===== src/sv/tcpq_pkg.sv =====
// Shared types and constants for the two-class priority queue.
// No dependencies; used by every module of the block.
`default_nettype none

package tcpq_pkg;

    localparam int DEPTH_DEFAULT = 16;

    // Field widths
    localparam int OP_W      = 2;
    localparam int ID_W      = 16;
    localparam int ENTRY_W   = ID_W + 1;   // {is_peak, bus_id}
    localparam int STATUS_W  = 2;
    localparam int S_TDATA_W = 24;         // bus_id, is_peak, zero fill
    localparam int M_TDATA_W = 24;         // out_bus_id, out_express, out_peak, zero fill

    // Operation codes (s_tuser)
    localparam logic [OP_W-1:0] OP_ENQ_REGULAR = 2'd0;
    localparam logic [OP_W-1:0] OP_ENQ_EXPRESS = 2'd1;
    localparam logic [OP_W-1:0] OP_DISPATCH    = 2'd2;

    // Result status codes (m_tuser)
    localparam logic [STATUS_W-1:0] ST_ENQUEUED   = 2'd0;
    localparam logic [STATUS_W-1:0] ST_DISPATCHED = 2'd1;
    localparam logic [STATUS_W-1:0] ST_EMPTY      = 2'd2;
    localparam logic [STATUS_W-1:0] ST_FULL       = 2'd3;

    typedef logic [ENTRY_W-1:0] entry_t;

    typedef struct packed {
        logic push;
        logic pop;
    } store_ctrl_t;

    typedef struct packed {
        logic empty;
        logic full;
    } store_stat_t;

endpackage

`default_nettype wire


===== src/sv/tcpq_class_store.sv =====
// One class of the queue: circular entry memory with head, tail and count.
// Depends on tcpq_pkg. Read data is registered: it appears in the cycle after the pop.
`default_nettype none

module tcpq_class_store #(
    parameter int DEPTH = tcpq_pkg::DEPTH_DEFAULT
) (
    input  wire                   aclk,
    input  wire                   aresetn,
    input  tcpq_pkg::store_ctrl_t ctrl,
    input  tcpq_pkg::entry_t      wr_entry,
    output tcpq_pkg::entry_t      rd_entry,
    output tcpq_pkg::store_stat_t stat
);

    localparam int PTR_W = $clog2(DEPTH);
    localparam int CNT_W = $clog2(DEPTH + 1);
    localparam logic [PTR_W-1:0] PTR_LAST = PTR_W'(DEPTH - 1);
    localparam logic [CNT_W-1:0] CNT_FULL = CNT_W'(DEPTH);

    tcpq_pkg::entry_t mem [DEPTH];
    tcpq_pkg::entry_t rd_entry_reg;

    logic [PTR_W-1:0] head_reg, head_next;
    logic [PTR_W-1:0] tail_reg, tail_next;
    logic [CNT_W-1:0] count_reg, count_next;

    assign stat.empty = (count_reg == '0);
    assign stat.full  = (count_reg == CNT_FULL);
    assign rd_entry   = rd_entry_reg;

    always_comb begin
        head_next  = head_reg;
        tail_next  = tail_reg;
        count_next = count_reg;
        if (ctrl.push) begin
            tail_next  = (tail_reg == PTR_LAST) ? '0 : tail_reg + 1'b1;
            count_next = count_reg + 1'b1;
        end else if (ctrl.pop) begin
            head_next  = (head_reg == PTR_LAST) ? '0 : head_reg + 1'b1;
            count_next = count_reg - 1'b1;
        end
    end

    always_ff @(posedge aclk) begin
        if (!aresetn) begin
            head_reg  <= '0;
            tail_reg  <= '0;
            count_reg <= '0;
        end else begin
            head_reg  <= head_next;
            tail_reg  <= tail_next;
            count_reg <= count_next;
        end
    end

    // Entry memory: one write port at tail, one registered read port at head
    always_ff @(posedge aclk) begin
        if (ctrl.push) begin
            mem[tail_reg] <= wr_entry;
        end
        if (ctrl.pop) begin
            rd_entry_reg <= mem[head_reg];
        end
    end

endmodule

`default_nettype wire


===== src/sv/two_class_priority_queue_top.sv =====
// Two-class strict-priority queue: top level with op decode and result register.
// Depends on tcpq_pkg and tcpq_class_store.
//
// Usage:
//   Slave channel (s_*): one beat per operation. s_tuser carries the op code
//   (enqueue regular, enqueue express, dispatch; code 3 acts as dispatch),
//   s_tdata carries the entry to enqueue.
//   Master channel (m_*): exactly one result beat per operation, in order.
//   m_tuser is the status (enqueued, dispatched, empty, class full),
//   m_tdata the dispatched entry or zero.
// Result path:
//   Enqueues and dispatches on an empty queue: the result is registered and
//   shows in the cycle after the beat; the next beat can be taken as it drains.
//   Dispatch with data: the entry memory read is registered, so the result
//   goes via the read state to the result register; no beat is taken meanwhile.
// Reset: aresetn low clears both classes (head, tail, count), the state and the
//   result valid and holds s_tready low; result data, tuser and memory contents
//   are not cleared and need no sweep.
// Stall: the result register holds while m_tready is low; s_tready drops
//   until the pending result is taken, so nothing is lost or repeated.
`default_nettype none

module two_class_priority_queue_top #(
    parameter int DEPTH = tcpq_pkg::DEPTH_DEFAULT
) (
    input  wire                                aclk,
    input  wire                                aresetn,
    // slave: tdata = {zero fill, is_peak[16], bus_id[15:0]}
    input  wire [tcpq_pkg::S_TDATA_W-1:0]      s_tdata,
    // slave: tuser = op[1:0]
    input  wire [tcpq_pkg::OP_W-1:0]           s_tuser,
    input  wire                                s_tvalid,
    output logic                               s_tready,
    // master: tdata = {zero fill, out_peak[17], out_express[16], out_bus_id[15:0]}
    output logic [tcpq_pkg::M_TDATA_W-1:0]     m_tdata,
    // master: tuser = status[1:0]
    output logic [tcpq_pkg::STATUS_W-1:0]      m_tuser,
    output logic                               m_tvalid,
    input  wire                                m_tready
);

    localparam logic ST_IDLE = 1'b0;   // ready for a beat
    localparam logic ST_READ = 1'b1;   // waiting on memory read data

    logic state_reg, state_next;
    logic sel_express_reg, sel_express_next;

    logic                              m_tvalid_reg, m_tvalid_next;
    logic [tcpq_pkg::M_TDATA_W-1:0]    m_tdata_reg, m_tdata_next;
    logic [tcpq_pkg::STATUS_W-1:0]     m_tuser_reg, m_tuser_next;

    tcpq_pkg::store_ctrl_t exp_ctrl, reg_ctrl;
    tcpq_pkg::store_stat_t exp_stat, reg_stat;
    tcpq_pkg::entry_t      exp_rd, reg_rd, wr_entry, rd_sel;

    logic in_beat;

    assign wr_entry = s_tdata[tcpq_pkg::ENTRY_W-1:0];

    // Only one item in flight; result register frees as it drains
    assign s_tready = aresetn && (state_reg == ST_IDLE) && (!m_tvalid_reg || m_tready);
    assign in_beat  = s_tvalid && s_tready;

    assign m_tvalid = m_tvalid_reg;
    assign m_tdata  = m_tdata_reg;
    assign m_tuser  = m_tuser_reg;

    assign rd_sel = sel_express_reg ? exp_rd : reg_rd;

    tcpq_class_store #(.DEPTH(DEPTH)) u_express (
        .aclk     (aclk),
        .aresetn  (aresetn),
        .ctrl     (exp_ctrl),
        .wr_entry (wr_entry),
        .rd_entry (exp_rd),
        .stat     (exp_stat)
    );

    tcpq_class_store #(.DEPTH(DEPTH)) u_regular (
        .aclk     (aclk),
        .aresetn  (aresetn),
        .ctrl     (reg_ctrl),
        .wr_entry (wr_entry),
        .rd_entry (reg_rd),
        .stat     (reg_stat)
    );

    always_comb begin
        exp_ctrl         = '0;
        reg_ctrl         = '0;
        state_next       = state_reg;
        sel_express_next = sel_express_reg;
        m_tvalid_next    = m_tvalid_reg && !m_tready;
        m_tdata_next     = m_tdata_reg;
        m_tuser_next     = m_tuser_reg;

        if (state_reg == ST_READ) begin
            // Output register is known free here: it drained at the accept edge
            m_tvalid_next = 1'b1;
            m_tuser_next  = tcpq_pkg::ST_DISPATCHED;
            m_tdata_next  = '0;
            m_tdata_next[tcpq_pkg::ID_W-1:0] = rd_sel[tcpq_pkg::ID_W-1:0];
            m_tdata_next[tcpq_pkg::ID_W]     = sel_express_reg;
            m_tdata_next[tcpq_pkg::ID_W+1]   = rd_sel[tcpq_pkg::ID_W];
            state_next    = ST_IDLE;
        end else if (in_beat) begin
            m_tdata_next = '0;
            case (s_tuser)
                tcpq_pkg::OP_ENQ_REGULAR: begin
                    m_tvalid_next = 1'b1;
                    reg_ctrl.push = !reg_stat.full;
                    m_tuser_next  = reg_stat.full ? tcpq_pkg::ST_FULL
                                                  : tcpq_pkg::ST_ENQUEUED;
                end
                tcpq_pkg::OP_ENQ_EXPRESS: begin
                    m_tvalid_next = 1'b1;
                    exp_ctrl.push = !exp_stat.full;
                    m_tuser_next  = exp_stat.full ? tcpq_pkg::ST_FULL
                                                  : tcpq_pkg::ST_ENQUEUED;
                end
                default: begin
                    // dispatch (unused code 3 included): express first
                    if (!exp_stat.empty) begin
                        exp_ctrl.pop     = 1'b1;
                        sel_express_next = 1'b1;
                        state_next       = ST_READ;
                    end else if (!reg_stat.empty) begin
                        reg_ctrl.pop     = 1'b1;
                        sel_express_next = 1'b0;
                        state_next       = ST_READ;
                    end else begin
                        m_tvalid_next = 1'b1;
                        m_tuser_next  = tcpq_pkg::ST_EMPTY;
                    end
                end
            endcase
        end
    end

    always_ff @(posedge aclk) begin
        if (!aresetn) begin
            state_reg    <= ST_IDLE;
            m_tvalid_reg <= 1'b0;
        end else begin
            state_reg    <= state_next;
            m_tvalid_reg <= m_tvalid_next;
        end
    end

    always_ff @(posedge aclk) begin
        sel_express_reg <= sel_express_next;
        m_tdata_reg     <= m_tdata_next;
        m_tuser_reg     <= m_tuser_next;
    end

endmodule

`default_nettype wire


===== config.mk =====
export PLATFORM = sky130hd
export DESIGN_NAME = two_class_priority_queue_top
export DESIGN_NICKNAME = d
export VERILOG_FILES = /design/src/sv/tcpq_pkg.sv /design/src/sv/tcpq_class_store.sv /design/src/sv/two_class_priority_queue_top.sv
export SDC_FILE = /design/constraint.sdc
export NUM_CORES = 1
export LEC_CHECK = 0
export ABC_AREA = 1
export ABC_CLOCK_PERIOD_IN_PS = 3500
export BUFFER_PORTS_ARGS = -buffer_cell sky130_fd_sc_hd__buf_2
export CAP_MARGIN = 20
export CORE_ASPECT_RATIO = 1.4
export CORE_UTILIZATION = 35
export DETAILED_ROUTE_END_ITERATION = 8
export GPL_ROUTABILITY_DRIVEN = 0
export SLEW_MARGIN = 20
export SYNTH_ARGS = -nofsm -noshare
export SYNTH_HDL_FRONTEND = slang
export SYNTH_SLANG_ARGS = --single-unit
export TNS_END_PERCENT = 10

===== constraint.sdc =====
create_clock -name aclk -period 3.5 [get_ports aclk]
set_clock_uncertainty 0.05 [all_clocks]
set_input_delay 0.525 -clock aclk [delete_from_list [all_inputs] [get_ports aclk]]
set_output_delay 0.525 -clock aclk [all_outputs]
set_load 0.005 [all_outputs]

After elaboration in Yosys (flattened, before gate mapping). Memory sizes are Yosys's and may differ from the RTL's. A register that Yosys moved wholly into a read port is not among the register bits. Cells that the tools add are included.

$add $sub $neg: 8. Equal/unequal tests: 8. Multiplexer cells: 38. Bitwise logic cells: 6. Reductions and logical operators: 23.

Operators by type and width (count): two-way mux 18 bit (2); two-way mux 5 bit (4); two-way mux 1 bit (18); two-way mux 17 bit (1); adder 4 x 1 -> 4 bit, second input constant (4); == test 4 bit, second input constant (4); two-way mux 2 bit (8); two-way mux 4 bit (4); adder 5 x 1 -> 5 bit, second input constant (2); == test 5 bit, second input constant (2); zero test 5 bit (2); subtractor 5 x 1 -> 5 bit, second input constant (2); inverter 1 bit (6); nonzero test 2 bit (3); nonzero test 3 bit (2); OR reduction 5 bit (1); logical AND 1 bit (4); zero test 1 bit (4); case mux 2 bit (2 select lines) (1); AND reduction 2 bit (2); AND reduction 4 bit (1); AND reduction 3 bit (1); == test 2 x 1 -> 1 bit, second input constant (1); zero test 2 bit (1); other kinds (3) (3).

Register bits: 49. Memory bits (writable): 544. Output and inout bits: 28. Word-level logic and storage cells: 96. Memories: 2.

Memory list: u_express.mem (words 16, bits a word 17, rd ports 1, clocked after memory_dff 1, wr ports 1, RTL line tcpq_class_store.sv:21) `tcpq_pkg::entry_t mem [DEPTH];`; u_regular.mem (words 16, bits a word 17, rd ports 1, clocked after memory_dff 1, wr ports 1, RTL line tcpq_class_store.sv:21).

Longest topological paths before layout. Gate-level depths: netlist of the first run.

Depth after elaboration: 8. Depth in mapped cells: 14. Mapped depth without buffers: 13.

By module. Synthesis of the first run repeated with hierarchy kept, for this count alone.

Cells, all modules: 2737. Area total of the unflattened synthesis: 27430.1 um2.

By module, submodules not included: tcpq_class_store at u_express (instances 1, cells each 1306, area each 13147.6 um2, sequential area each 8938.6 um2); tcpq_class_store at u_regular (instances 1, cells each 1306, area each 13128.8 um2, sequential area each 8938.6 um2); two_class_priority_queue_top (instances 1, cells each 125, area each 1153.6 um2, sequential area each 650.6 um2).

Worst setup path before layout of the first run. Ideal clock, no wire load.

Path type: input-to-reg. From: input port aresetn. To: memory u_express.mem[7][0] in the netlist's numbering (enable). Setup time: 390 ps. Data arrival time: 2151 ps. Setup slack: 908 ps. Stages on the path: 9. Buffers on the path: 1. Cells stage by stage: buf_4 inv_4 nor2_8 nand3_4 inv_4 nand3_4 nor2_2 nand2_1 nor2_1.

Cells in the longest elaborated chain, start to end: 7.

Ends and longest elaborated chain: from (decl) (RTL line two_class_priority_queue_top.sv:27) `input wire aresetn,`; logical AND 1 bit (2 in series) (RTL line two_class_priority_queue_top.sv:61) `assign s_tready = aresetn && (state_reg == ST_IDLE) && (!m_tvalid_reg || m_tready);`; logical AND 1 bit (RTL line two_class_priority_queue_top.sv:62) `assign in_beat = s_tvalid && s_tready;`; two-way mux 2 bit (RTL line two_class_priority_queue_top.sv:106) `end else if (in_beat) begin`; two-way mux 2 bit (RTL line two_class_priority_queue_top.sv:97) `if (state_reg == ST_READ) begin`; two-way mux 1 bit (RTL line tcpq_class_store.sv:59) `if (ctrl.push) begin`; two-way mux 1 bit (implied by the code) (RTL line tcpq_class_store.sv:60) `mem[tail_reg] <= wr_entry;`; to (decl) (RTL line tcpq_class_store.sv:21).

No other way between the ends.

Worst setup path in the final report of the first run.
From: register state_reg. To: memory u_regular.mem[2][2] in the netlist's numbering (enable).

Cells in the longest elaborated chain, start to end: 8.

Ends and longest elaborated chain: from (decl) (RTL line two_class_priority_queue_top.sv:45) `logic state_reg, state_next;`; from (signal assigned) (RTL line two_class_priority_queue_top.sv:145) `state_reg <= state_next;`; inverter 1 bit (no line); logical AND 1 bit (2 in series) (RTL line two_class_priority_queue_top.sv:61); logical AND 1 bit (RTL line two_class_priority_queue_top.sv:62); two-way mux 2 bit (RTL line two_class_priority_queue_top.sv:106); two-way mux 2 bit (*) (RTL line two_class_priority_queue_top.sv:97); two-way mux 1 bit (*) (RTL line tcpq_class_store.sv:59); two-way mux 1 bit (implied by the code) (*) (RTL line tcpq_class_store.sv:60); to (decl) (RTL line tcpq_class_store.sv:21).

Mark *: on every way between the ends. The rest lies on a longest branch, timed or not.

==> impl_metrics.py, run 1 <==
metrics = {
    "status": {
        "status": "complete, no violations",
    },
    "detailed_routing": {
        "wl_per_cell_microns": 20.9,
        "vias_per_cell": 5.14,
        "drc_errors": 0,
        "ant_nets": 0,
        "dr.pass1.iters": 5,
        "drtIter0Drc": 1360,
        "vias": 15348,
        "routed_wl_microns": 62300,
    },
    "worst_hold_path": {
        "hp-class": "input port to flip-flop",
    },
    "global_route": {
        "antenna_found_initial": 1,
        "grt_max_degree": 140,
        "track_usage_pct": 17.0,
        "grt_pass1_vias": 15180,
        "grt_overflow": 0,
        "grt_first_pass_wirelength_microns": 93500,
    },
    "yosys": {
        "synth-simple-area-share_pct": 10.8,
        "synth-seq-area-share_pct": 74.1,
        "synth_xor_area_share_pct": 0.280,
        "synth-compound-area-share_pct": 9.87,
        "synth_mux_area_share_pct": 1.04,
        "synth-seq-cells": 627,
        "ys_top_cells_by_area": "edfxtp_1 (72%), nor2_1 (6.6%), o21ai_0 (5.9%)",
        "synth-edff-count": 597,
        "yosysWarningCount": 0,
        "synthAdderAreaFrac_pct": 0.961,
        "avgSynthCellArea_sq_um": 12.8,
        "synth_top_family_by_area": "simple AND/OR/NAND/NOR gates",
        "synth_top_area_cell": "edfxtp_1",
        "netlist_instances": 1957,
        "async_flop_share_pct": 0,
        "syn-cell-area_sq_mm": 0.0250,
        "yosysTopAreaCellShare_pct": 71.7,
        "ys.flop_type": "edfxtp_1",
        "ys_types": 34,
    },
    "layout": {
        "regArea_sq_mm": 0.0185,
        "synthToLayoutAreaGrowth_pct": 13.0,
        "final_cell_mix": "edfxtp_1 (597), nor2_1 (419), o21ai_0 (294)",
        "final.fill_count": 6526,
        "final_common_cell": "edfxtp_1",
        "drive_above_1_share_pct": 11.0,
        "multi_input_area_sq_mm": 0.00580,
        "n_antenna_cell": 0,
        "finalNetCount": 2051,
        "fin_cells": 2984,
    },
    "job": {
        "cap_viol_max_count": 0,
    },
    "clocking": {
        "clockRootBuffer": "clkbuf_16",
        "cts.sink_count": 627,
        "cts_made_buffers": 56,
        "cts_tree": "yes",
        "clockBufferDepth": 3,
        "cts-resized-gates": 0,
        "worstSkewPairLatency_ns": 0.60,
        "cts_setup_buffers": 0,
        "clkSlewWorstSetupHoldPaths_ns": 0.07,
        "hold_buffers": 0,
        "cts-htree-levels": 2,
    },
    "critical_path": {
        "rrSetupSlack_ns": 1.11,
        "cp_data_required_time_ns": 3.73,
        "cp_max_fo": 13,
        "crit_path_end_kind": "flip-flop",
        "cp.arrival_ns": 2.62,
        "worstSetupStartpointType": "flip-flop",
        "worstSetupPathType": "flip-flop to flip-flop",
    },
    "place": {
        "place_inst": 2881,
        "portBuffers": 44,
        "dp_slack_ns": 0.745,
        "hpwl_microns": 37100,
    },
    "sta": {
        "tightest_slew_ns": 0.924,
        "finalCriticalPeriod_ns": 2.39,
        "setup_ws_ns": 1.11,
        "drv_slew": 0,
        "setup_viol": 0,
        "setup_tns_ns": 0,
        "slew_headroom_pct": 38.3,
        "rsz0062_at_grt": "false",
        "clock.fmax_ghz": 0.419,
        "hold_viol_final": 0,
        "period_share_pct": 68.1,
    },
    "die": {
        "core_area_sq_mm": 0.0705,
        "fp-row-count": 115,
        "initial_core_util_pct": 35.4,
        "die_height_microns": 318,
        "io_pins": 58,
        "die_area_sq_mm": 0.0725,
        "die_w_microns": 228,
    },
    "power_and_ir_drop": {
        "power.density_mw_per_mm2": 565,
        "peakVddDrop_v": 0.000406,
        "finalPower_mw": 16.0,
        "p_leak_nw": 9.30,
    },
}
## synthesized netlist by cell type (6+ instances only)
cell type	n
nand2_1	145
dfxtp_1	30
mux2i_1	26
o22ai_1	60
o211ai_1	64
nor2_1	437
inv_1	41
inv_2	7
nand3_1	69
clkbuf_1	58
xor2_1	8
edfxtp_1	597
ha_1	16
a21oi_1	17
buf_4	12
o21ai_0	294
buf_2	39
o21bai_1	6
## kinds of logic after synthesis
logic type,count (synthesis)
AND/OR/NAND/NOR,667
multiplexers,26
buffers and inverters,167
AO/OA/AOI/OAI,443
XOR/XNOR,8
other,1
flip-flops,627
adder cells (fa/ha/maj),18
## report_power, final
group | internal (mW) | switching [mW] | leakage, nW
combinational | 0.363 | 0.889 | 2.76
sequential | 8.35 | 0.0954 | 5.63
clock | 3.54 | 2.71 | 0.910
## critical path, cell delays in order, from the launching register on
cell and delay [ns]:
dfxtp_1 0.36, nor2_8 0.13, nand3_4 0.13, inv_4 0.15
nand3_4 0.18, inv_2 0.14, nand2_1 0.21, nor2_1 0.39
buf_4 0.32
## metal layers
metal | share of wire [%] | vias to the layer above | GRT usage (%)
met5 | 0 | - | 0
met4 | 3.8 | 0 | 6.86
met3 | 4.1 | 110 | 1.76
met2 | 51 | 443 | 29.9
met1 | 41 | 7636 | 21.2
li1 | - | 7159 | -
## path summary, 6_finish.rpt
check	start	to	cells after the start
worst max-delay path	state_reg	u_regular.mem[2][2]	8
worst min-delay path	aresetn	u_regular.head_reg[2]	3
worst max register to register	state_reg	u_regular.mem[2][2]	8
worst min register to register	m_tuser[1]	m_tuser[1]	2
## area by class of cell
cell class / count / share of cell area (%)
Clock inverter: 36 / 1.31
Tap cell: 936 / 4.15
Timing Repair Buffer: 97 / 2.41
Multi-Input combinational cell: 1168 / 20.5
Inverter: 53 / 0.731
Sequential cell: 627 / 65.6
Clock buffer: 67 / 5.26
## stage by stage
step / area [sq um] / hold WS (ns) / util, %
6_report: 28200 / 0.220 / 40.1
4_1_cts: 28200 / 0.201 / 40.1
5_1_grt: 28200 / 0.219 / 40.1
2_1_floorplan: 25000 / 0.394 / -
3_3_place_gp: 26400 / 0.388 / 37.4
3_5_place_dp: 26400 / 0.392 / 37.4
Power figures use the tool's default switching activity.
==> run 2: changes to the inputs <==
--- a/config.mk
+++ b/config.mk
@@ -6,7 +6,7 @@
 export NUM_CORES = 1
 export LEC_CHECK = 0
 export ABC_AREA = 1
-export ABC_CLOCK_PERIOD_IN_PS = 3500
+export ABC_CLOCK_PERIOD_IN_PS = 2000
 export BUFFER_PORTS_ARGS = -buffer_cell sky130_fd_sc_hd__buf_2
 export CAP_MARGIN = 20
 export CORE_ASPECT_RATIO = 1.4
==> constraint.sdc (replaced) <==
create_clock -name aclk -period 2 [get_ports aclk]
set_clock_uncertainty 0.05 [all_clocks]
set_input_delay 0.3 -clock aclk [delete_from_list [all_inputs] [get_ports aclk]]
set_output_delay 0.3 -clock aclk [all_outputs]
set_load 0.005 [all_outputs]
==> impl_metrics.py, run 2 (synthesis results as in run 1) <==
metrics = {
    "clocking": {
        "cts_tree": "yes",
        "cts_made_buffers": 56,
        "clkSlewWorstSetupHoldPaths_ns": 0.06,
        "cts.sink_count": 627,
        "cts-htree-levels": 2,
        "clockRootBuffer": "clkbuf_16",
        "clockBufferDepth": 3,
        "worstSkewPairLatency_ns": 0.60,
    },
    "detailed_routing": {
        "drc_errors": 0,
        "ant_nets": 0,
        "drtIter0Drc": 1189,
        "vias": 15392,
        "vias_per_cell": 5.04,
        "dr.pass1.iters": 5,
        "routed_wl_microns": 61700,
        "wl_per_cell_microns": 20.2,
    },
    "global_route": {
        "grt_max_degree": 79,
        "grt_first_pass_wirelength_microns": 92400,
        "grt_pass1_vias": 15232,
        "antenna_found_initial": 1,
        "grt_overflow": 0,
        "track_usage_pct": 16.6,
    },
    "job": {
        "cap_viol_max_count": 0,
    },
    "critical_path": {
        "cp.arrival_ns": 2.37,
        "r2r_start": "state_reg",
        "cp_max_fo": 4,
        "crit_path_end_kind": "flip-flop",
        "worstSetupPathType": "flip-flop to flip-flop",
        "rrSetupSlack_ns": 0.07,
        "cp_data_required_time_ns": 2.44,
        "rr_endpoint": "u_express.count_reg[4]",
        "worstRegToRegCells": 12,
        "worstSetupStartpointType": "flip-flop",
    },
    "worst_hold_path": {
        "hp-start": "s_tdata[15]",
        "hp-class": "input port to flip-flop",
        "holdPathStages": 1,
        "whs_endpoint": "u_regular.mem[12][15]",
    },
    "sta": {
        "finalCriticalPeriod_ns": 1.93,
        "period_share_pct": 96.7,
        "setup_tns_ns": 0,
        "rsz0062_at_grt": "true",
        "clock.fmax_ghz": 0.517,
        "setup_ws_ns": 0.0666,
        "slew_headroom_pct": 47.8,
        "tightest_slew_ns": 0.784,
        "drv_slew": 0,
        "setup_viol": 0,
        "hold_viol_final": 0,
    },
    "power_and_ir_drop": {
        "power.density_mw_per_mm2": 961,
        "finalPower_mw": 28.4,
        "switching_share_pct": 22.9,
        "sequentialPowerShare_pct": 51.9,
        "clockPowerShare_pct": 38.8,
        "p_int_mw": 21.9,
        "p_leak_nw": 9.82,
        "power.switching_mw": 6.52,
        "p_comb_share_pct": 9.3,
        "peakVddDrop_v": 0.000667,
    },
    "layout": {
        "synthToLayoutAreaGrowth_pct": 18.4,
        "drive_above_1_share_pct": 15.1,
        "final_cell_mix": "edfxtp_1 (597), nor2_1 (403), o21ai_0 (292)",
        "final_common_cell": "edfxtp_1",
        "finalNetCount": 2120,
        "stdcell_area_sq_mm": 0.0296,
        "final_core_util_pct": 42.0,
        "n_antenna_cell": 0,
    },
    "place": {
        "hpwl_microns": 39700,
        "place_area_sq_mm": 0.0276,
        "portBuffers": 44,
        "dp_slack_ns": -0.136,
    },
    "die": {
        "die_area_sq_mm": 0.0725,
        "die_height_microns": 318,
        "die_w_microns": 228,
        "initial_core_util_pct": 35.4,
        "core_area_sq_mm": 0.0705,
        "fp-row-count": 115,
        "io_pins": 58,
    },
    "status": {
        "status": "complete, no violations",
    },
}
## run 2: cell types whose count changed in the layout (fill, tap and decap cells not counted), sizes merged
cell      previous run  this run
clkbuf              67        73
bufinv               7         8
buf                 97       166
clkinvlp             2         1
clkinv              32        25
## run 2: worst max-delay path by stage
stage,start,endpoint,cells after the start,slack (ns)
finish,state_reg,u_express.count_reg[4],12,0.07
global route,state_reg,u_express.count_reg[4],12,-0.09
global placement,m_tready,u_regular.count_reg[4],14,-0.15
CTS,state_reg,u_regular.mem[6][8],9,-0.02
detailed placement,u_regular.head_reg[0],u_regular.rd_entry[4],6,-0.14
floorplan,aresetn,u_express.mem[0][0],9,-0.14
## run 2: per-layer routing
layer,vias to the layer above,share of wire (%),global-route usage [%]
met2,372,50,28.6
met5,-,0,0
met3,119,3.3,1.59
met4,0,5.7,9.44
li1,7286,-,-
met1,7615,41,20.5
## run 2: area by class of cell
type	count	area, sq um
Sequential cell	627	18500
Clock inverter	29	348
Clock buffer	73	1530
Multi-Input combinational cell	1168	5920
Tap cell	936	1170
Timing Repair Buffer	166	1860
Inverter	53	210
Fill cell	6490	40900
## run 2: critical path, stage by stage, from the launching register on
cell	delay, ns
dfxtp_2	0.35
nor2_8	0.12
nand3_4	0.08
inv_4	0.10
nand3_4	0.12
ha_1	0.37
nand2_1	0.08
nand2_1	0.05
nor2_1	0.12
o21bai_1	0.16
nand3_1	0.12
nand2_1	0.07
nor2_1	0.04
## run 2: through the flow
step / std cells / hold WS [ns]
after CTS: 3050 / 0.0724
after global placement: 2948 / 0.390
after floorplan: 1962 / 0.349
after global routing: 3052 / 0.101
final: 3052 / 0.0943
after detailed placement: 2948 / 0.392
## run 2: timing repair
item | CTS | global route
endpoints found under the setup margin | 131 | 458
gates resized for setup | 5 | 26
buffers inserted | 0 | 2
gates cloned | 0 | 0
pin swaps | 0 | 2
hold buffers | 0 | 0
endpoints found under the hold margin | 0 | 0
## run 2: power groups by stage
stage,clock network (mW),logic [mW],registers (mW)
floorplan,0,1.36,15.0
global placement,0,2.57,15.0
detailed placement,0,2.62,15.0
CTS,11.2,2.63,14.7
global route,11.7,2.90,14.8
finish,11.0,2.65,14.7
==> run 3: changes to the inputs <==
--- a/config.mk
+++ b/config.mk
@@ -6,7 +6,7 @@
 export NUM_CORES = 1
 export LEC_CHECK = 0
 export ABC_AREA = 1
-export ABC_CLOCK_PERIOD_IN_PS = 2000
+export ABC_CLOCK_PERIOD_IN_PS = 2100
 export BUFFER_PORTS_ARGS = -buffer_cell sky130_fd_sc_hd__buf_2
 export CAP_MARGIN = 20
 export CORE_ASPECT_RATIO = 1.4
==> constraint.sdc (replaced) <==
create_clock -name aclk -period 2.1 [get_ports aclk]
set_clock_uncertainty 0.05 [all_clocks]
set_input_delay 0.315 -clock aclk [delete_from_list [all_inputs] [get_ports aclk]]
set_output_delay 0.315 -clock aclk [all_outputs]
set_load 0.005 [all_outputs]
==> impl_metrics.py, run 3 (synthesis results as in run 1) <==
metrics = {
    "layout": {
        "drive_above_1_share_pct": 13.8,
        "final_cell_mix": "edfxtp_1 (597), nor2_1 (408), o21ai_0 (294)",
        "final_core_util_pct": 41.5,
        "final_common_cell": "edfxtp_1",
        "finalNetCount": 2100,
        "final.fill_count": 6503,
        "stdcell_area_sq_mm": 0.0292,
        "multi_input_area_sq_mm": 0.00587,
        "synthToLayoutAreaGrowth_pct": 17.0,
        "regArea_sq_mm": 0.0185,
        "n_antenna_cell": 0,
    },
    "critical_path": {
        "worstRegToRegCells": 12,
        "endpoint": "u_express.count_reg[4]",
        "crit_buf_inv": 2,
        "cpLargestDelayFamily": "simple AND/OR/NAND/NOR gates",
        "cpMostUsedCell": "nor2_1",
        "crit_path_end_kind": "flip-flop",
        "worstSetupPathType": "flip-flop to flip-flop",
        "rrSetupSlack_ns": 0.09,
        "cp_num_cells": 12,
        "worstSetupStartpointType": "flip-flop",
        "rr_endpoint": "u_express.count_reg[4]",
        "worstPathCellList": "nor2_8 > nand3_4 > inv_4 > nand3_4 > fa_1 > inv_1 > nor2_1 > nor2_1 > o21bai_1 > nand3_1 > nand2_1 > nor2_1",
        "r2r_start": "state_reg",
        "cp_max_fo": 4,
        "cp_data_required_time_ns": 2.55,
        "slowest_delay_ns": 0.46,
        "worstSetupStartpoint": "state_reg",
        "cp_slowest_cell": "fa_1",
        "cp.arrival_ns": 2.46,
    },
    "clocking": {
        "worstSkewPairLatency_ns": 0.62,
        "clkSlewWorstSetupHoldPaths_ns": 0.06,
        "cts-htree-levels": 2,
        "clockBufferDepth": 3,
        "cts_made_buffers": 57,
        "cts.sink_count": 627,
        "clockRootBuffer": "clkbuf_16",
        "cts_tree": "yes",
    },
    "sta": {
        "tightest_slew_ns": 1.08,
        "rsz0062_at_grt": "true",
        "hold_viol_final": 0,
        "drv_slew": 0,
        "finalCriticalPeriod_ns": 2.01,
        "setup_ws_ns": 0.0869,
        "setup_viol": 0,
        "slew_headroom_pct": 28.0,
        "period_share_pct": 95.9,
        "clock.fmax_ghz": 0.497,
    },
    "worst_hold_path": {
        "hp-class": "input port to flip-flop",
    },
    "die": {
        "die_height_microns": 318,
        "initial_core_util_pct": 35.4,
        "io_pins": 58,
        "fp-row-count": 115,
        "die_area_sq_mm": 0.0725,
        "die_w_microns": 228,
        "core_area_sq_mm": 0.0705,
    },
    "global_route": {
        "grt_overflow": 0,
        "antenna_found_initial": 0,
        "grt_first_pass_wirelength_microns": 95400,
        "grt_pass1_vias": 15342,
        "track_usage_pct": 17.5,
        "grt_max_degree": 99,
    },
    "power_and_ir_drop": {
        "sequentialPowerShare_pct": 52.3,
        "clockPowerShare_pct": 38.9,
        "switching_share_pct": 23.7,
        "p_int_mw": 20.5,
        "peakVddDrop_v": 0.000647,
        "p_comb_share_pct": 8.8,
        "power.switching_mw": 6.36,
        "p_leak_nw": 9.64,
        "finalPower_mw": 26.9,
        "power.density_mw_per_mm2": 919,
    },
    "detailed_routing": {
        "wl_per_cell_microns": 20.8,
        "drtIter0Drc": 1402,
        "ant_nets": 0,
        "drc_errors": 0,
        "dr.pass1.iters": 7,
        "routed_wl_microns": 63200,
        "vias_per_cell": 5.06,
        "vias": 15368,
    },
    "job": {
        "cap_viol_max_count": 0,
    },
    "place": {
        "dp_slack_ns": -0.0564,
        "portBuffers": 44,
        "hpwl_microns": 40600,
        "place_area_sq_mm": 0.0273,
    },
    "status": {
        "status": "complete, no violations",
    },
}
[run 3: cell count changes in the layout (fill, tap and decap cells not counted), moves of 5 or more]
cell | previous run | this run
nor2_2 | 32 | 25
buf_12 | 57 | 47
buf_4 | 63 | 53
clkinv_1 | 15 | 10
clkinvlp_4 | 1 | 9
nor2_1 | 403 | 408
[run 3: routing by layer]
metal  track usage (%)  share of wire, %
met5                 0                 0
met4              9.07               5.2
met3              2.37               4.2
met2              29.8                50
met1              21.5                41
[run 3: worst min-delay path by stage]
stage	start	to	slack, ns	depth (start not counted)
floorplan	s_tdata[0]	u_express.mem[0][0]	0.36	0
global placement	m_tuser[1]	m_tuser[1]	0.39	2
detailed placement	m_tuser[0]	m_tuser[0]	0.40	2
CTS	s_tdata[7]	u_regular.mem[2][7]	0.06	1
global route	s_tdata[7]	u_regular.mem[2][7]	0.07	1
finish	s_tdata[7]	u_regular.mem[2][7]	0.08	1
[run 3: stage by stage]
step / hold WS [ns] / std cells / setup TNS, ns
finish: 0.0825 / 3035 / 0
global route: 0.0710 / 3035 / -0.308
CTS: 0.0602 / 3035 / 0
detailed placement: 0.396 / 2929 / -3.94
global placement: 0.393 / 2929 / -0.688
floorplan: 0.364 / 1962 / -43.60
[run 3: power by group through the flow]
stage / Clock (mW) / Combinational, mW / Sequential [mW]
2_1_floorplan: 0 / 1.30 / 14.3
3_3_place_gp: 0 / 2.33 / 14.3
3_5_place_dp: 0 / 2.37 / 14.3
4_1_cts: 10.6 / 2.38 / 14.0
5_1_grt: 11.1 / 2.60 / 14.1
6_report: 10.5 / 2.36 / 14.1
[run 3: layout make-up]
cell class,instances,share of cell area [%]
flip-flops and latches,627,63.4
multi-input cells,1168,20.1
repair buffers,145,5.37
clock buffers,74,5.17
well taps,936,4.01
clock inverters,32,1.24
inverters,53,0.706
[run 3: repair_timing]
| item | 4_1_cts | 5_1_grt |
|---|---|---|
| buffers inserted | 0 | 0 |
| hold buffers | 0 | 0 |
| endpoints found under the setup margin | 0 | 308 |
| resized for setup | 0 | 12 |
